File: config.mk
export PLATFORM = sky130hd
export DESIGN_NAME = wildcard_pattern_matcher_flat
export DESIGN_NICKNAME = d
export VERILOG_FILES = /design/src/hdl/wpm_pkg.sv /design/src/hdl/wpm_in_if.sv /design/src/hdl/wpm_out_if.sv /design/src/hdl/wpm_closure.sv /design/src/hdl/wpm_engine.sv /design/src/hdl/wildcard_pattern_matcher.sv /design/src/flat_wrapper.sv
export SDC_FILE = /design/constraint.sdc
export NUM_CORES = 1
export LEC_CHECK = 0
export BUFFER_PORTS_ARGS = -buffer_cell sky130_fd_sc_hd__buf_4
export CORE_MARGIN = 8
export CORE_UTILIZATION = 30
export CTS_CLUSTER_SIZE = 40
export DETAILED_ROUTE_END_ITERATION = 10
export GPL_TIMING_DRIVEN = 0
export SLEW_MARGIN = 25
export SYNTH_ARGS = -nofsm -noshare
export SYNTH_HDL_FRONTEND = slang
export SYNTH_SLANG_ARGS = --single-unit
File: constraint.sdc
create_clock -name clk_i -period 4.2 [get_ports clk_i]
set_input_delay 0.63 -clock clk_i [delete_from_list [all_inputs] [get_ports clk_i]]
set_output_delay 0.63 -clock clk_i [all_outputs]
set_load 0.01 [all_outputs]
File: src/hdl/wpm_pkg.sv
// Shared types and constants of the wildcard pattern matcher.
// No dependencies.
package wpm_pkg;

  localparam int SYMBOL_W = 16;

  localparam logic [7:0] SYM_ANY_ONE = 8'h3F;
  localparam logic [7:0] SYM_ANY_RUN = 8'h2A;

  typedef enum logic [1:0] {
    MODE_CLEAR  = 2'd0,
    MODE_APPEND = 2'd1,
    MODE_TEXT   = 2'd2,
    MODE_END    = 2'd3
  } mode_e;

  typedef struct packed {
    mode_e               mode;
    logic [SYMBOL_W-1:0] symbol;
  } item_t;

  typedef struct packed {
    logic matched;
    logic pattern_overflow;
  } result_t;

endpackage

File: src/hdl/wpm_in_if.sv
// Input channel of the wildcard pattern matcher: valid/ready plus item fields.
// Depends on wpm_pkg.
interface wpm_in_if;
  logic                         valid;
  logic                         ready;
  logic [1:0]                   mode;
  logic [wpm_pkg::SYMBOL_W-1:0] symbol;

  modport source (output valid, output mode, output symbol, input ready);
  modport sink (input valid, input mode, input symbol, output ready);
endinterface

File: src/hdl/wpm_out_if.sv
// Result channel of the wildcard pattern matcher: valid/ready plus result fields.
// No dependencies.
interface wpm_out_if;
  logic valid;
  logic ready;
  logic matched;
  logic pattern_overflow;

  modport source (output valid, output matched, output pattern_overflow, input ready);
  modport sink (input valid, input matched, input pattern_overflow, output ready);
endinterface

File: src/hdl/wpm_closure.sv
// Star closure of the position vector as a parallel-prefix OR chain.
// No dependencies.
module wpm_closure #(
  parameter int W = 33
) (
  input  logic [W-1:0] vec_i,
  input  logic [W-1:0] prop_i,
  output logic [W-1:0] closure_o
);

  localparam int LVL = (W > 1) ? $clog2(W) : 1;

  logic [W-1:0] g [LVL+1];
  logic [W-1:0] p [LVL+1];

  always_comb begin
    g[0] = vec_i;
    p[0] = prop_i;
    for (int l = 0; l < LVL; l++) begin
      g[l+1] = g[l] | (p[l] & (g[l] << (1 << l)));
      p[l+1] = p[l] & (p[l] << (1 << l));
    end
  end

  assign closure_o = g[LVL];

endmodule

File: src/hdl/wpm_engine.sv
// Pattern store, position vector and per-item update of the matcher.
// Depends on wpm_pkg and wpm_closure.
module wpm_engine #(
  parameter int PATTERN_MAX = 32,
  parameter int CHAR_BITS   = 16
) (
  input  logic             clk_i,
  input  logic             rst_ni,
  input  logic             step_i,
  input  wpm_pkg::item_t   item_i,
  output wpm_pkg::result_t res_o
);

  localparam int SYM_W = (CHAR_BITS < wpm_pkg::SYMBOL_W) ? CHAR_BITS : wpm_pkg::SYMBOL_W;
  localparam int VEC_W = PATTERN_MAX + 1;
  localparam int LEN_W = $clog2(PATTERN_MAX + 1);

  logic [SYM_W-1:0] store_q [PATTERN_MAX];
  logic [LEN_W-1:0] len_q, len_d;
  logic [VEC_W-1:0] vec_q, vec_d;
  logic             ovf_q, ovf_d;

  logic [SYM_W-1:0]       sym;
  logic [PATTERN_MAX-1:0] is_run, hit, wr_en;
  logic [VEC_W-1:0]       prop, vec_c, next_run, next_adv, len_sel;

  assign sym = item_i.symbol[SYM_W-1:0];

  for (genvar i = 0; i < PATTERN_MAX; i++) begin : g_pos
    logic live;
    assign live      = (LEN_W'(i) < len_q);
    assign is_run[i] = live && (store_q[i] == SYM_W'(wpm_pkg::SYM_ANY_RUN));
    assign hit[i]    = live && !is_run[i] &&
                       ((store_q[i] == SYM_W'(wpm_pkg::SYM_ANY_ONE)) || (store_q[i] == sym));
    assign wr_en[i]  = step_i && (item_i.mode == wpm_pkg::MODE_APPEND) &&
                       (len_q == LEN_W'(i));
    assign prop[i+1]     = is_run[i];
    assign next_run[i]   = vec_c[i] & is_run[i];
    assign next_adv[i+1] = vec_c[i] & hit[i];

    always_ff @(posedge clk_i) begin
      if (wr_en[i]) begin
        store_q[i] <= sym;
      end
    end
  end

  assign prop[0]                 = 1'b0;
  assign next_run[PATTERN_MAX]   = 1'b0;
  assign next_adv[0]             = 1'b0;

  for (genvar k = 0; k < VEC_W; k++) begin : g_sel
    assign len_sel[k] = (len_q == LEN_W'(k));
  end

  wpm_closure #(.W(VEC_W)) u_closure (
    .vec_i     (vec_q),
    .prop_i    (prop),
    .closure_o (vec_c)
  );

  assign res_o.matched          = |(vec_c & len_sel);
  assign res_o.pattern_overflow = ovf_q;

  always_comb begin
    len_d = len_q;
    vec_d = vec_q;
    ovf_d = ovf_q;
    if (step_i) begin
      unique case (item_i.mode)
        wpm_pkg::MODE_CLEAR: begin
          len_d = '0;
          ovf_d = 1'b0;
          vec_d = VEC_W'(1);
        end
        wpm_pkg::MODE_APPEND: begin
          if (len_q < LEN_W'(PATTERN_MAX)) begin
            len_d = len_q + LEN_W'(1);
          end else begin
            ovf_d = 1'b1;
          end
        end
        wpm_pkg::MODE_TEXT: begin
          vec_d = next_run | next_adv;
        end
        wpm_pkg::MODE_END: begin
          vec_d = VEC_W'(1);
        end
        default: begin
          vec_d = vec_q;
        end
      endcase
    end
  end

  always_ff @(posedge clk_i or negedge rst_ni) begin
    if (!rst_ni) begin
      len_q <= '0;
      vec_q <= VEC_W'(1);
      ovf_q <= 1'b0;
    end else begin
      len_q <= len_d;
      vec_q <= vec_d;
      ovf_q <= ovf_d;
    end
  end

endmodule

File: src/hdl/wildcard_pattern_matcher.sv
// Top level of the wildcard pattern matcher: input register, engine, result register.
// Depends on wpm_pkg, wpm_in_if, wpm_out_if and wpm_engine.
//
// Glob matcher: '?' takes any one character, '*' any run including none. Items of mode
// clear, append and text update state; an end-of-text item yields one result. One item is
// taken every cycle unless the input stalls; a result passes the input register and then
// the result register, where it is held until taken. The input register feeds the
// engine, whose star closure is a parallel-prefix chain over the PATTERN_MAX+1 position
// bits, and the result register decouples the output. Input stalls only while an
// end-of-text item waits behind an untaken result. The pattern store sits in flip-flops;
// reset needs no clearing pass.
module wildcard_pattern_matcher #(
  parameter int PATTERN_MAX = 32,
  parameter int CHAR_BITS   = 16
) (
  input  logic       clk_i,
  input  logic       rst_ni,
  wpm_in_if.sink     in_i,
  wpm_out_if.source  res_o
);

  logic             s1_valid_q;
  wpm_pkg::item_t   s1_item_q;
  logic             s1_advance;
  wpm_pkg::result_t eng_res;
  logic             out_valid_q, out_valid_d;
  wpm_pkg::result_t out_res_q;
  logic             out_load;

  assign s1_advance = s1_valid_q &&
                      ((s1_item_q.mode != wpm_pkg::MODE_END) || !out_valid_q || res_o.ready);
  assign in_i.ready = !s1_valid_q || s1_advance;
  assign out_load   = s1_advance && (s1_item_q.mode == wpm_pkg::MODE_END);

  always_ff @(posedge clk_i or negedge rst_ni) begin
    if (!rst_ni) begin
      s1_valid_q <= 1'b0;
    end else if (in_i.ready) begin
      s1_valid_q <= in_i.valid;
    end
  end

  always_ff @(posedge clk_i) begin
    if (in_i.valid && in_i.ready) begin
      s1_item_q.mode   <= wpm_pkg::mode_e'(in_i.mode);
      s1_item_q.symbol <= in_i.symbol;
    end
  end

  wpm_engine #(
    .PATTERN_MAX (PATTERN_MAX),
    .CHAR_BITS   (CHAR_BITS)
  ) u_engine (
    .clk_i  (clk_i),
    .rst_ni (rst_ni),
    .step_i (s1_advance),
    .item_i (s1_item_q),
    .res_o  (eng_res)
  );

  always_comb begin
    out_valid_d = out_valid_q;
    if (out_load) begin
      out_valid_d = 1'b1;
    end else if (res_o.ready) begin
      out_valid_d = 1'b0;
    end
  end

  always_ff @(posedge clk_i or negedge rst_ni) begin
    if (!rst_ni) begin
      out_valid_q <= 1'b0;
    end else begin
      out_valid_q <= out_valid_d;
    end
  end

  always_ff @(posedge clk_i) begin
    if (out_load) begin
      out_res_q <= eng_res;
    end
  end

  assign res_o.valid            = out_valid_q;
  assign res_o.matched          = out_res_q.matched;
  assign res_o.pattern_overflow = out_res_q.pattern_overflow;

endmodule

File: src/flat_wrapper.sv
// flat-port wrapper written by rule: the top's interface ports become plain ports
module wildcard_pattern_matcher_flat 
#(
  parameter int PATTERN_MAX = 32,
  parameter int CHAR_BITS   = 16
)
  (clk_i, rst_ni, in_i_valid, in_i_mode, in_i_symbol, in_i_ready, res_o_valid, res_o_matched, res_o_pattern_overflow, res_o_ready);
  wpm_in_if in_i_i ();
  wpm_out_if res_o_i ();
  input  logic clk_i;
  input  logic rst_ni;
  input wire logic [$bits(in_i_i.valid)-1:0] in_i_valid;
  input wire logic [$bits(in_i_i.mode)-1:0] in_i_mode;
  input wire logic [$bits(in_i_i.symbol)-1:0] in_i_symbol;
  output wire logic [$bits(in_i_i.ready)-1:0] in_i_ready;
  output wire logic [$bits(res_o_i.valid)-1:0] res_o_valid;
  output wire logic [$bits(res_o_i.matched)-1:0] res_o_matched;
  output wire logic [$bits(res_o_i.pattern_overflow)-1:0] res_o_pattern_overflow;
  input wire logic [$bits(res_o_i.ready)-1:0] res_o_ready;
  assign in_i_i.valid = in_i_valid;
  assign in_i_i.mode = in_i_mode;
  assign in_i_i.symbol = in_i_symbol;
  assign in_i_ready = in_i_i.ready;
  assign res_o_valid = res_o_i.valid;
  assign res_o_matched = res_o_i.matched;
  assign res_o_pattern_overflow = res_o_i.pattern_overflow;
  assign res_o_i.ready = res_o_ready;
  wildcard_pattern_matcher #(.PATTERN_MAX(PATTERN_MAX), .CHAR_BITS(CHAR_BITS)) u_core (.clk_i(clk_i), .rst_ni(rst_ni), .in_i(in_i_i), .res_o(res_o_i));
endmodule
Word-level counts from Yosys, hierarchy flattened
Memory sizes are Yosys's and may differ from the RTL's. Cells that the tools add are included.

Register bits after elaboration: 62. Latch bits: 0. Memory bits (writable): 512. Bits in read-only memories: 0. Input bits: 22. Output and inout bits: 4. Word-level logic and storage cells: 667. Memories kept: 1.

Add/subtract/negate cells: 1. Multiply operators: 0. Div/mod/pow operators: 0. $lt $le $gt $ge: 33. Eq/ne operators: 134. Shift-type cells: 0. Muxes and demuxes: 164. Bitwise logic cells: 83. Reduce and logical (&&, ||, !) cells: 242.

Memories: u_core.u_engine.store_q (words 32, width 16, rd ports 32, clocked after Yosys merged registers in 0, write ports 1, line wpm_engine.sv:18) `logic [SYM_W-1:0] store_q [PATTERN_MAX];`.

Operators by type and width (number): 16-bit by 6-bit equality test with 1-bit output, second input constant (64); 16-bit equality test (32); 16-bit two-way mux (31); 16-bit OR reduction (31); 33-bit bitwise AND (12); 33-bit bitwise OR (6); 5-bit two-way mux (31); 1-bit logical AND (132); 1-bit two-way mux (98); 6-bit by 5-bit equality test with 1-bit output, second input constant (16); 5-bit by 6-bit < comparator with 1-bit output, first input constant (16); 33-bit case mux with 2 select lines (1); 1-bit bitwise AND (64); 6-bit by 4-bit equality test with 1-bit output, second input constant (8); 4-bit by 6-bit < comparator with 1-bit output, first input constant (8); 1-bit logical OR (35); 1-bit logical NOT (34); 32-bit by 33-bit bitwise OR with 33-bit output (1); 33-bit OR reduction (1); 6-bit by 3-bit equality test with 1-bit output, second input constant (4); 3-bit by 6-bit < comparator with 1-bit output, first input constant (4); 6-bit by 2-bit equality test with 1-bit output, second input constant (2); 1-bit by 6-bit < comparator with 1-bit output, first input constant (2); 2-bit by 6-bit < comparator with 1-bit output, first input constant (2); 17 further kinds (22).

Depth between registers and ports, before layout
Gate-level depths: netlist of run 1.

Depth after elaboration: 40. Mapped depth: 16. Depth with buffers taken out: 14.

Cells and area by module
Synthesis of run 1 repeated with hierarchy kept, for this count alone.

Cell total of the unflattened synthesis: 2179. Area, all modules: 27880.5 um^2.

By module, submodules not included: wpm_engine (times used 1, cells an instance 1956, area an instance 26063.7 um^2, sequential area each 16377.0 um^2); wpm_closure (times used 1, cells an instance 192, area an instance 1104.8 um^2, sequential area each 0.0 um^2); wildcard_pattern_matcher (times used 1, cells an instance 31, area an instance 711.9 um^2, sequential area each 650.6 um^2).

Worst setup path before layout of run 1
OpenSTA, ideal clock, no wires.

Path kind: register to register. Start: register u_core.u_engine.len_q[1]. End: register u_core.out_res_q, in the netlist u_core.res_o.matched (data pin). Setup time: 0.268 ns. Data arrival time: 3.423 ns. Required time: 3.932 ns. Setup slack: 0.509 ns. Cell stages (with the launch flop): 17. Buffers on the path: 2. Clock period less this slack: 3.691 ns. Cells stage by stage: dfrtp_1 -> clkbuf_1 -> inv_1 -> ha_1 -> clkbuf_1 -> or3b_2 -> a21oi_1 -> nor3_1 -> nand4_1 -> nor2_1 -> a2111oi_0 -> nand4_1 -> nor4_1 -> o2111ai_1 -> nand4b_1 -> nor4b_1 -> nand4_1.

RTL lines: start: declaration (line wpm_engine.sv:19) `logic [LEN_W-1:0] len_q, len_d;`; start signal: assignment (line wpm_engine.sv:102) `len_q <= len_d;`; end signal: assignment (line wildcard_pattern_matcher.sv:80) `out_res_q <= eng_res;`; end: declaration (line wildcard_pattern_matcher.sv:27) `wpm_pkg::result_t out_res_q;`.

Worst setup path in the final report of run 1
Start: register u_core.s1_item_q[4] in the netlist's numbering. End: register u_core.u_engine.vec_q[5].

Longest elaborated chain between the ends: 6.

RTL lines: start: declaration (line wildcard_pattern_matcher.sv:23) `wpm_pkg::item_t s1_item_q;`; 16-bit equality test (line wpm_engine.sv:34) `((store_q[i] == SYM_W'(wpm_pkg::SYM_ANY_ONE)) || (store_q[i] == sym));`; 1-bit logical OR (line wpm_engine.sv:34); 1-bit logical AND (line wpm_engine.sv:33) `assign hit[i] = live && !is_run[i] &&`; 1-bit bitwise AND (line wpm_engine.sv:39) `assign next_adv[i+1] = vec_c[i] & hit[i];`; 32-bit by 33-bit bitwise OR with 33-bit output (line wpm_engine.sv:84) `vec_d = next_run | next_adv;`; 33-bit case mux with 2 select lines (line wpm_engine.sv:70) `unique case (item_i.mode)`; end signal: assignment (line wpm_engine.sv:103) `vec_q <= vec_d;`; end: declaration (line wpm_engine.sv:20) `logic [VEC_W-1:0] vec_q, vec_d;`.

No other way between the ends. A chain may end at the register's enable or synchronous reset.

==> run_summary.xml, run 1 <==
<?xml version="1.0" encoding="UTF-8"?>
<metrics>
  <group name="run_status">
    <metric name="run_status" unit="">finished, violations left</metric>
    <metric name="failing_checks" unit="">negative setup slack</metric>
  </group>
  <group name="timing">
    <metric name="setup_slack" unit="ns">-0.0664</metric>
    <metric name="timing_max_transition_violations_final" unit="">0</metric>
    <metric name="clock-skew-final" unit="ns">0.0171</metric>
    <metric name="report.final.hold_viol_count" unit="">0</metric>
    <metric name="finalCritPeriodShare" unit="%">102</metric>
    <metric name="hold_ws" unit="ns">0.0263</metric>
    <metric name="finalSetupViolations" unit="">2</metric>
    <metric name="fin_setup_tns" unit="ns">-0.0839</metric>
    <metric name="fmax" unit="GHz">0.234</metric>
    <metric name="post-route-min-period" unit="ns">4.27</metric>
    <metric name="unrepaired_setup_endpoints_after_global_routing" unit="">yes</metric>
    <metric name="tightestPinTransition" unit="ns">1.04</metric>
    <metric name="max_slew_margin" unit="%">30.7</metric>
  </group>
  <group name="route">
    <metric name="postRouteWirelength" unit="mm">104</metric>
    <metric name="detail_route.wl_per_cell" unit="um">27.8</metric>
    <metric name="num_vias" unit="">20500</metric>
    <metric name="drt_pre_antenna_iters" unit="">5</metric>
    <metric name="met3_length" unit="mm">7.66</metric>
    <metric name="drt-met1-wl" unit="mm">42.2</metric>
    <metric name="drc" unit="">0</metric>
    <metric name="top_layer_used" unit="">met4</metric>
    <metric name="wl_met2" unit="mm">48.8</metric>
    <metric name="vias_per_cell" unit="">5.47</metric>
    <metric name="starting_drt_drc_count" unit="">2386</metric>
    <metric name="antenna_violation_net_count_after_detailed_routing" unit="">0</metric>
  </group>
  <group name="placed_design">
    <metric name="pre_cts_ws" unit="ns">-1.06</metric>
    <metric name="io_buffer_count" unit="">25</metric>
    <metric name="dp_hpwl" unit="mm">74.4</metric>
    <metric name="gp_routability_congestion" unit="">1.01</metric>
  </group>
  <group name="floorplan">
    <metric name="initial_standard_cell_utilization_of_the_core" unit="%">30.1</metric>
    <metric name="placement_rows" unit="">113</metric>
    <metric name="die_w" unit="um">324</metric>
    <metric name="placeableCoreArea" unit="um2">94400</metric>
    <metric name="die_height" unit="um">324</metric>
    <metric name="io-pin-count" unit="">26</metric>
    <metric name="floorplan.die_area" unit="um2">105000</metric>
  </group>
  <group name="global_route">
    <metric name="global_route.usage.total" unit="%">19.5</metric>
    <metric name="antenna_found_initial" unit="">0</metric>
    <metric name="globalRouteOverflowTotal" unit="">0</metric>
    <metric name="grt_max_degree" unit="">43</metric>
    <metric name="first_global_vias" unit="">20500</metric>
    <metric name="wire_length_of_the_first_global_routing_pass" unit="mm">148</metric>
  </group>
  <group name="critical_path">
    <metric name="crit_path_max_incr_delay" unit="ns">0.77</metric>
    <metric name="critical_path.startpoint_type" unit="">flop</metric>
    <metric name="critical_path_arrival" unit="ns">4.82</metric>
    <metric name="buf_inv_stages_crit_path" unit="">3</metric>
    <metric name="crit_path_cell_trace" unit="">buf_8, clkbuf_1, buf_2, xnor2_1, nand4_1, nor4_1, a21oi_1, a211oi_1, a22oi_1, o21ai_0</metric>
    <metric name="worst_setup_path_startpoint" unit="">u_core.s1_item_q[4]</metric>
    <metric name="required_worst_endpoint" unit="ns">4.75</metric>
    <metric name="worst_r2r_startpoint" unit="">u_core.s1_item_q[4]</metric>
    <metric name="r2r_slack" unit="ns">-0.07</metric>
    <metric name="worstSetupPathType" unit="">reg2reg</metric>
    <metric name="cell_at_the_slowest_stage_of_the_critical_path" unit="">nor4_1</metric>
    <metric name="worstRegToRegCells" unit="">10</metric>
    <metric name="critPathTopFamily" unit="">buffers and inverters</metric>
    <metric name="end_kind" unit="">flop</metric>
    <metric name="worst_r2r_endpoint" unit="">u_core.u_engine.vec_q[5]</metric>
    <metric name="cp_max_fo" unit="">13</metric>
  </group>
  <group name="cells_and_area">
    <metric name="layout.core_utilization" unit="%">35.5</metric>
    <metric name="num-nets-final" unit="">2459</metric>
    <metric name="antenna-diode-count" unit="">0</metric>
    <metric name="areaGrowthSynthToFinish" unit="%">18.1</metric>
    <metric name="final_layout_size_suffix_gt1_share" unit="%">14.1</metric>
  </group>
  <group name="logic_synthesis">
    <metric name="synth-edff-count" unit="">532</metric>
    <metric name="seq_area_frac_synth" unit="%">60.0</metric>
    <metric name="synthesized_netlist_net_count" unit="">2309</metric>
    <metric name="ys_async_sr_fraction" unit="%">7.32</metric>
    <metric name="synth_area_per_cell" unit="um2">12.4</metric>
    <metric name="postSynthRegisterBits" unit="">574</metric>
    <metric name="ys.warnings.count" unit="">0</metric>
    <metric name="synth.lib_cells_used.distinct" unit="">86</metric>
    <metric name="postSynthCellCount" unit="">2280</metric>
    <metric name="syn_area" unit="um2">28400</metric>
    <metric name="dominantRegCellSynth" unit="">edfxtp_1</metric>
  </group>
  <group name="power">
    <metric name="power-per-cell-area" unit="nW/um2">387</metric>
    <metric name="max-vdd-ir-drop" unit="V">0.000386</metric>
    <metric name="total_power" unit="mW">13.0</metric>
    <metric name="p_leak" unit="nW">10.3</metric>
  </group>
  <group name="clocking">
    <metric name="clk-insertion-delay-late" unit="ns">0.64</metric>
    <metric name="number_of_buffers_created_by_cts" unit="">61</metric>
    <metric name="worst_setup_hold_path_clk_slew" unit="ns">0.06</metric>
    <metric name="clock_h_tree_levels" unit="">2</metric>
    <metric name="cts.root.buffer_cell" unit="">clkbuf_16</metric>
    <metric name="clkSinkCount" unit="">574</metric>
    <metric name="cts.path.max_buffers" unit="">3</metric>
    <metric name="tritoncts" unit="">done</metric>
    <metric name="hold_bufs_inserted_after_cts" unit="">0</metric>
  </group>
  <group name="worst_hold_path">
    <metric name="min-delay-path-class" unit="">in2async</metric>
  </group>
  <group name="flow_run">
    <metric name="number_of_max_cap_violations" unit="">0</metric>
  </group>
</metrics>
[what timing repair did]
item / CTS / global route
gates resized for setup: 42 / 26
endpoints found under the setup margin: 13 / 7
pin swaps: 7 / 9
buffers inserted: 2 / 7
[registers in the layout, indices dropped and copies added (netlist names)]
name,count
u_core.u_engine.store_q,512
u_core.res_o.pattern_overflow,1
u_core.s1_valid_q,1
u_core.res_o.valid,1
u_core.u_engine.len_q,6
u_core.u_engine.ovf_q,1
u_core.u_engine.vec_q,33
u_core.res_o.matched,1
u_core.s1_item_q,18
[report_power, final]
group,internal [mW],total [mW],leakage (nW),switching [mW]
Combinational,0.397,1.25,3.95,0.851
Sequential,6.30,6.37,5.37,0.0634
Clock,3.05,5.37,0.967,2.32
[logic make-up (layout without fill, tap and decap cells)]
family | Yosys count | after routing | share of synthesized area (%)
and+or+nand+nor | 779 | 779 | 15.3
DFF | 574 | 574 | 60.0
buffers and inverters | 117 | 319 | 1.57
xor gates and xnor gates | 514 | 514 | 15.9
muxes | 1 | 1 | 0.0397
adders and majority gates | 7 | 7 | 0.309
AOI/OAI and AO/OA | 288 | 288 | 6.96
[cell type report]
cell class / instances / area [um2]
Inverter: 27 / 104
Fill cell: 9335 / 60900
Multi-Input combinational cell: 1589 / 11200
Tap cell: 1265 / 1580
Sequential cell: 574 / 17000
Clock inverter: 36 / 314
Timing Repair Buffer: 88 / 1140
Clock buffer: 79 / 1670
Buffer: 89 / 432
[per-stage QoR]
| stage | std cells | instance area [um2] |
|---|---|---|
| 2_1_floorplan | 2280 | 28400 |
| 4_1_cts | 3740 | 33400 |
| 3_3_place_gp | 3570 | 30200 |
| 3_5_place_dp | 3624 | 31200 |
| 6_report | 3747 | 33500 |
| 5_1_grt | 3747 | 33500 |
[layer usage]
metal  vias to the layer above  GRT usage (%)
li1                       8936              -
met4                         0           9.14
met5                         -              0
met3                       244           2.49
met2                       951           32.2
met1                     10400           25.4
[worst max path at each step]
| stage | endpoint | slack (ns) | depth (start not counted) |
|---|---|---|---|
| after floorplan | u_core.res_o.matched | 0.51 | 16 |
| after global placement | u_core.u_engine.vec_q[14] | -2.04 | 10 |
| after detailed placement | u_core.res_o.matched | -1.06 | 15 |
| after CTS | u_core.u_engine.vec_q[21] | 0.001 | 12 |
| after global routing | u_core.res_o.matched | -0.05 | 14 |
| final | u_core.u_engine.vec_q[5] | -0.07 | 10 |
[placed cells by master, fill, tap and decap left out, drive strengths merged, types with 12 or more instances in the layout]
| master | count |
|---|---|
| xor2 | 129 |
| nand2 | 109 |
| o31ai | 19 |
| nand3 | 33 |
| or3 | 24 |
| a21oi | 63 |
| xnor2 | 385 |
| o22ai | 12 |
| clkinv | 24 |
| or2 | 16 |
| o21ai | 67 |
| clkbuf | 117 |
| nor3 | 82 |
| inv | 31 |
| edfxtp | 532 |
| nor4 | 120 |
| a21o | 17 |
| and4b | 32 |
| buf | 139 |
| dfrtp | 41 |
| nand4 | 146 |
| nor2 | 159 |
[cells in the mapped netlist, drive strengths merged (27+ instances only)]
library cell / number / share of area (%)
edfxtp: 532 / 56
xnor2: 385 / 12
nor2: 159 / 2.1
nand4: 146 / 3.2
xor2: 129 / 4.0
nor4: 120 / 2.8
nand2: 109 / 1.5
nor3: 82 / 1.5
o21ai: 67 / 1.2
a21oi: 63 / 1.2
buf: 48 / 0.66
clkbuf: 42 / 0.56
dfrtp: 41 / 3.6
nand3: 33 / 0.58
and4b: 32 / 1.1
inv: 27 / 0.36
(Power assumes the default switching activity.)
==> run 2: changes to the inputs <==
Settings changed: SETUP_SLACK_MARGIN set to 0.02.
==> run_summary.xml, run 2 (synthesis results as in run 1) <==
<?xml version="1.0" encoding="UTF-8"?>
<metrics>
  <group name="run_status">
    <metric name="run_status" unit="">finished, final reports clean</metric>
  </group>
  <group name="critical_path">
    <metric name="crit_path_cell_trace" unit="">buf_8, clkbuf_1, buf_2, xnor2_1, nand4_1, nor4_1, a21oi_1, a211oi_1, a22oi_1, o21ai_0</metric>
    <metric name="cell_at_the_slowest_stage_of_the_critical_path" unit="">nor4_1</metric>
    <metric name="end_kind" unit="">flop</metric>
    <metric name="worstSetupPathType" unit="">reg2reg</metric>
    <metric name="required_worst_endpoint" unit="ns">4.75</metric>
    <metric name="crit_path_max_incr_delay" unit="ns">0.77</metric>
    <metric name="cp_max_fo" unit="">13</metric>
    <metric name="critical_path_arrival" unit="ns">4.74</metric>
    <metric name="critical_path.startpoint_type" unit="">flop</metric>
  </group>
  <group name="cells_and_area">
    <metric name="layout.core_utilization" unit="%">35.6</metric>
    <metric name="final.fill_count" unit="">9329</metric>
    <metric name="final_cell_mix" unit="">532 x edfxtp_1, 385 x xnor2_1, 145 x nand4_1</metric>
    <metric name="mostFrequentLayoutCell" unit="">edfxtp_1</metric>
    <metric name="multi_input_comb_area" unit="um2">11300</metric>
    <metric name="final_layout_size_suffix_gt1_share" unit="%">14.5</metric>
    <metric name="largest-register" unit="">u_core.u_engine.store_q</metric>
    <metric name="sequential_cell_area" unit="um2">17000</metric>
    <metric name="biggestRegsByFlops" unit="">u_core.u_engine.store_q (512), u_core.u_engine.vec_q (33), u_core.s1_item_q (18)</metric>
    <metric name="finish.cell_count_without_fillers" unit="">3747</metric>
    <metric name="largest_register_ffs" unit="">512</metric>
    <metric name="areaGrowthSynthToFinish" unit="%">18.4</metric>
    <metric name="num-nets-final" unit="">2459</metric>
    <metric name="antenna-diode-count" unit="">0</metric>
  </group>
  <group name="placed_design">
    <metric name="gp_routability_congestion" unit="">1.01</metric>
    <metric name="dp_hpwl" unit="mm">74.4</metric>
    <metric name="io_buffer_count" unit="">25</metric>
    <metric name="dp.cells" unit="">3624</metric>
  </group>
  <group name="clocking">
    <metric name="number_of_buffers_created_by_cts" unit="">61</metric>
    <metric name="tritoncts" unit="">done</metric>
    <metric name="cts.root.buffer_cell" unit="">clkbuf_16</metric>
    <metric name="cts.path.max_buffers" unit="">3</metric>
    <metric name="clock_h_tree_levels" unit="">2</metric>
    <metric name="hold_bufs_inserted_after_cts" unit="">0</metric>
    <metric name="clkSinkCount" unit="">574</metric>
    <metric name="clk-insertion-delay-late" unit="ns">0.64</metric>
    <metric name="worst_setup_hold_path_clk_slew" unit="ns">0.06</metric>
  </group>
  <group name="global_route">
    <metric name="globalRouteOverflowTotal" unit="">0</metric>
    <metric name="antenna_found_initial" unit="">0</metric>
    <metric name="wire_length_of_the_first_global_routing_pass" unit="mm">148</metric>
    <metric name="first_global_vias" unit="">20500</metric>
    <metric name="grt_max_degree" unit="">43</metric>
    <metric name="global_route.usage.total" unit="%">19.5</metric>
  </group>
  <group name="route">
    <metric name="vias_per_cell" unit="">5.46</metric>
    <metric name="antenna_violation_net_count_after_detailed_routing" unit="">0</metric>
    <metric name="detail_route.wl_per_cell" unit="um">27.8</metric>
    <metric name="drc" unit="">0</metric>
    <metric name="starting_drt_drc_count" unit="">2678</metric>
    <metric name="num_vias" unit="">20500</metric>
    <metric name="drt_pre_antenna_iters" unit="">7</metric>
    <metric name="postRouteWirelength" unit="mm">104</metric>
  </group>
  <group name="floorplan">
    <metric name="die_w" unit="um">324</metric>
    <metric name="die_height" unit="um">324</metric>
    <metric name="initial_standard_cell_utilization_of_the_core" unit="%">30.1</metric>
    <metric name="placeableCoreArea" unit="um2">94400</metric>
    <metric name="floorplan.die_area" unit="um2">105000</metric>
    <metric name="placement_rows" unit="">113</metric>
    <metric name="io-pin-count" unit="">26</metric>
  </group>
  <group name="timing">
    <metric name="max_slew_margin" unit="%">28.7</metric>
    <metric name="tightestPinTransition" unit="ns">1.07</metric>
    <metric name="report.final.hold_viol_count" unit="">0</metric>
    <metric name="clock-skew-final" unit="ns">0.0150</metric>
    <metric name="post-route-min-period" unit="ns">4.19</metric>
    <metric name="finalSetupViolations" unit="">0</metric>
    <metric name="timing_max_transition_violations_final" unit="">0</metric>
    <metric name="finalCritPeriodShare" unit="%">99.8</metric>
    <metric name="hold_ws" unit="ns">0.0250</metric>
    <metric name="fin_setup_tns" unit="ns">0</metric>
    <metric name="unrepaired_setup_endpoints_after_global_routing" unit="">yes</metric>
    <metric name="fmax" unit="GHz">0.239</metric>
  </group>
  <group name="power">
    <metric name="power.combinational.fraction" unit="%">9.6</metric>
    <metric name="net-switching-power" unit="mW">3.23</metric>
    <metric name="cell_internal_pwr" unit="mW">9.75</metric>
    <metric name="max-vdd-ir-drop" unit="V">0.000388</metric>
    <metric name="power.share.switching" unit="%">24.9</metric>
    <metric name="p_clk_share" unit="%">41.3</metric>
    <metric name="power-per-cell-area" unit="nW/um2">386</metric>
    <metric name="p_leak" unit="nW">10.3</metric>
    <metric name="total_power" unit="mW">13.0</metric>
    <metric name="sequentialPowerShare" unit="%">49.1</metric>
  </group>
  <group name="worst_hold_path">
    <metric name="min-delay-path-class" unit="">in2async</metric>
  </group>
  <group name="flow_run">
    <metric name="number_of_max_cap_violations" unit="">0</metric>
  </group>
</metrics>
## run 2: changes by cell type in the layout (fill, tap and decap cells not counted), sizes merged
cell | before | now
clkbuf | 117 | 122
buf | 139 | 134
## run 2: power by group through the flow
stage          registers (mW)  clock network, mW  logic [mW]
6_report                 6.37               5.36        1.25
3_5_place_dp             6.49                  0        1.16
4_1_cts                  6.37               5.42        1.21
3_3_place_gp             6.63                  0       0.934
2_1_floorplan            6.49                  0       0.546
5_1_grt                  6.37               5.62        1.29
## run 2: final timing paths
path / end / slack, ns / start / depth (start not counted)
worst max-delay path: u_core.u_engine.vec_q[5] / 0.01 / u_core.s1_item_q[4] / 10
worst min-delay path: u_core.res_o.valid / 0.02 / rst_ni / 1
worst max register to register: u_core.u_engine.vec_q[5] / 0.01 / u_core.s1_item_q[4] / 10
worst min register to register: u_core.res_o.pattern_overflow / 0.52 / u_core.u_engine.ovf_q / 0
max in group asynchronous: u_core.u_engine.len_q[1] / 3.67 / rst_ni / 1
min in group clk_i: u_core.s1_item_q[10] / 0.17 / in_i_symbol[10] / 1
## run 2: final cells by class
cell class,instances,share of cell area (%)
tap,1265,4.71
sequential,574,50.7
clock inverter,36,0.935
inverter,27,0.309
timing repair buffer,88,3.40
buffer,89,1.34
clock buffer,79,4.96
multi-input combinational,1589,33.7
## run 2: metal layers
metal	share of wire (%)	GRT usage (%)	wire length, um	vias up
li1	-	-	-	8940
met1	40	25.4	41900	10300
met2	47	32.2	48700	1034
met3	7.7	2.49	8040	236
met4	5.3	9.14	5520	0
met5	0	0	0	-
## run 2: metrics by stage
| step | area [um2] | worst slack, ns |
|---|---|---|
| 6_report | 33600 | 0.0103 |
| 2_1_floorplan | 28400 | 0.509 |
| 5_1_grt | 33600 | -0.00907 |
| 3_5_place_dp | 31200 | -1.06 |
| 4_1_cts | 33400 | 0.0139 |
| 3_3_place_gp | 30200 | -2.04 |
## run 2: what timing repair did
item,in CTS,in global routing
setup buffers,2,7
pin swaps,7,13
resized for setup,43,50
setup endpoints to repair,13,3
## run 2: critical path: cells and delay by family (launching register included)
family / cells / cell delay [ns]
AO/OA/AOI/OAI: 4 / 0.86
XOR/XNOR: 1 / 0.30
buffers and inverters: 3 / 1.30
flip-flops: 1 / 0.70
AND/OR/NAND/NOR: 2 / 0.91
==> run 3: changes to the inputs <==
Settings changed: CELL_PAD_IN_SITES_DETAIL_PLACEMENT set to 0, CELL_PAD_IN_SITES_GLOBAL_PLACEMENT set to 1, PLACE_DENSITY set to 0.56.
==> run_summary.xml, run 3 (synthesis results as in run 1) <==
<?xml version="1.0" encoding="UTF-8"?>
<metrics>
  <group name="clocking">
    <metric name="cts.path.max_buffers" unit="">3</metric>
    <metric name="cts.root.buffer_cell" unit="">clkbuf_16</metric>
    <metric name="clock_h_tree_levels" unit="">3</metric>
    <metric name="tritoncts" unit="">done</metric>
    <metric name="worst_setup_hold_path_clk_slew" unit="ns">0.07</metric>
    <metric name="clk-insertion-delay-late" unit="ns">0.63</metric>
    <metric name="number_of_buffers_created_by_cts" unit="">67</metric>
    <metric name="clkSinkCount" unit="">574</metric>
  </group>
  <group name="floorplan">
    <metric name="floorplan.die_area" unit="um2">105000</metric>
    <metric name="placement_rows" unit="">113</metric>
    <metric name="io-pin-count" unit="">26</metric>
    <metric name="placeableCoreArea" unit="um2">94400</metric>
    <metric name="initial_standard_cell_utilization_of_the_core" unit="%">30.1</metric>
    <metric name="die_w" unit="um">324</metric>
    <metric name="die_height" unit="um">324</metric>
  </group>
  <group name="power">
    <metric name="total_power" unit="mW">13.6</metric>
    <metric name="power-per-cell-area" unit="nW/um2">398</metric>
    <metric name="p_leak" unit="nW">10.6</metric>
    <metric name="max-vdd-ir-drop" unit="V">0.000247</metric>
  </group>
  <group name="timing">
    <metric name="finalSetupViolations" unit="">0</metric>
    <metric name="timing_max_transition_violations_final" unit="">0</metric>
    <metric name="max_slew_margin" unit="%">24.3</metric>
    <metric name="finalCritPeriodShare" unit="%">99.2</metric>
    <metric name="tightestPinTransition" unit="ns">1.14</metric>
    <metric name="unrepaired_setup_endpoints_after_global_routing" unit="">yes</metric>
    <metric name="clock-skew-final" unit="ns">0.0369</metric>
    <metric name="report.final.hold_viol_count" unit="">0</metric>
    <metric name="fmax" unit="GHz">0.240</metric>
    <metric name="setup_slack" unit="ns">0.0317</metric>
    <metric name="post-route-min-period" unit="ns">4.17</metric>
  </group>
  <group name="route">
    <metric name="detail_route.wl_per_cell" unit="um">29.6</metric>
    <metric name="postRouteWirelength" unit="mm">112</metric>
    <metric name="vias_per_cell" unit="">5.46</metric>
    <metric name="starting_drt_drc_count" unit="">2367</metric>
    <metric name="drc" unit="">0</metric>
    <metric name="num_vias" unit="">20600</metric>
    <metric name="antenna_violation_net_count_after_detailed_routing" unit="">0</metric>
    <metric name="drt_pre_antenna_iters" unit="">7</metric>
  </group>
  <group name="cells_and_area">
    <metric name="layout.core_utilization" unit="%">36.2</metric>
    <metric name="final_cell_mix" unit="">532 x edfxtp_1, 385 x xnor2_1, 145 x nand4_1</metric>
    <metric name="mostFrequentLayoutCell" unit="">edfxtp_1</metric>
    <metric name="areaGrowthSynthToFinish" unit="%">20.4</metric>
    <metric name="largest-register" unit="">u_core.u_engine.store_q</metric>
    <metric name="biggestRegsByFlops" unit="">u_core.u_engine.store_q (512), u_core.u_engine.vec_q (33), u_core.s1_item_q (18)</metric>
    <metric name="largest_register_ffs" unit="">512</metric>
    <metric name="num-nets-final" unit="">2483</metric>
    <metric name="antenna-diode-count" unit="">0</metric>
    <metric name="final_layout_size_suffix_gt1_share" unit="%">15.5</metric>
  </group>
  <group name="placed_design">
    <metric name="dp_hpwl" unit="mm">81.9</metric>
    <metric name="io_buffer_count" unit="">25</metric>
    <metric name="pre_cts_ws" unit="ns">-1.19</metric>
    <metric name="gp_routability_congestion" unit="">0.958</metric>
  </group>
  <group name="critical_path">
    <metric name="cp_max_fo" unit="">10</metric>
    <metric name="r2r_slack" unit="ns">0.03</metric>
    <metric name="critical_path_arrival" unit="ns">4.45</metric>
    <metric name="worstSetupPathType" unit="">reg2reg</metric>
    <metric name="end_kind" unit="">flop</metric>
    <metric name="critical_path.startpoint_type" unit="">flop</metric>
    <metric name="required_worst_endpoint" unit="ns">4.48</metric>
  </group>
  <group name="global_route">
    <metric name="global_route.usage.total" unit="%">20.8</metric>
    <metric name="antenna_found_initial" unit="">0</metric>
    <metric name="first_global_vias" unit="">20500</metric>
    <metric name="wire_length_of_the_first_global_routing_pass" unit="mm">155</metric>
    <metric name="grt_max_degree" unit="">43</metric>
    <metric name="globalRouteOverflowTotal" unit="">0</metric>
  </group>
  <group name="worst_hold_path">
    <metric name="min-delay-path-class" unit="">in2async</metric>
  </group>
  <group name="run_status">
    <metric name="run_status" unit="">finished, final reports clean</metric>
  </group>
  <group name="flow_run">
    <metric name="number_of_max_cap_violations" unit="">0</metric>
  </group>
</metrics>
run 3: cell types whose count changed in the layout (fill, tap and decap cells not counted), sizes merged:
cell and change:
clkinvlp -3, clkinv +1, clkbuf +7, bufinv +3, inv -1, buf +16
run 3: report_power, final:
group          internal, mW  leakage (nW)  switching, mW
registers              6.31          5.37         0.0757
clock network          3.50          1.08           2.42
logic                 0.436          4.16          0.877
run 3: worst paths after layout:
path / from / end / depth (start not counted)
setup / recovery: u_core.u_engine.len_q[4] / u_core.res_o.matched / 12
hold / removal: rst_ni / u_core.u_engine.vec_q[11] / 1
setup reg to reg: u_core.u_engine.len_q[4] / u_core.res_o.matched / 12
hold reg to reg: u_core.u_engine.ovf_q / u_core.res_o.pattern_overflow / 0
max in group asynchronous: rst_ni / u_core.u_engine.len_q[1] / 1
min in group clk_i: in_i_symbol[3] / u_core.s1_item_q[3] / 1
run 3: layer usage:
| metal | track usage [%] | part of all wire, % | up-vias | routed length, um |
|---|---|---|---|---|
| li1 | - | - | 8980 | - |
| met1 | 28.1 | 43 | 10600 | 48500 |
| met2 | 33.8 | 46 | 885 | 51600 |
| met3 | 4.04 | 7.5 | 154 | 8370 |
| met4 | 5.95 | 2.8 | 0 | 3100 |
| met5 | 0 | 0 | - | 0 |
run 3: cell type report:
class,instances,area [um2]
Tap cell,1265,1580
Clock inverter,36,382
Timing Repair Buffer,106,1470
Sequential cell,574,17000
Inverter,27,104
Fill cell,9217,60300
Clock buffer,84,1810
Multi-Input combinational cell,1589,11300
Buffer,89,447
run 3: critical path, cell delays in order, from the launching register on:
cell and delay, ns:
dfrtp_1 0.35, buf_2 0.20, or3_1 0.52, o21ai_0 0.36, o21bai_1 0.16, a31o_2 0.31
a31o_2 0.35, a21o_2 0.30, a21oi_4 0.25, o2111ai_1 0.17, nand4b_1 0.26, nor4b_4 0.32
nand4_1 0.26
run 3: what timing repair did:
action	in CTS	in global routing
hold buffers	0	0
setup endpoints to repair	17	4
pin swaps	5	13
gates resized for setup	42	51
setup buffers	1	11
run 3: metrics by stage:
| stage | TNS [ns] | hold WS, ns | area (um2) | cells |
|---|---|---|---|---|
| finish | 0 | 0.0817 | 34200 | 3770 |
| global placement | -53.35 | 0.449 | 30200 | 3570 |
| global route | -0.0160 | 0.113 | 34200 | 3770 |
| CTS | -0.0374 | 0.0654 | 33900 | 3759 |
| detailed placement | -5.94 | 0.461 | 31500 | 3639 |
| floorplan | 0 | 0.334 | 28400 | 2280 |
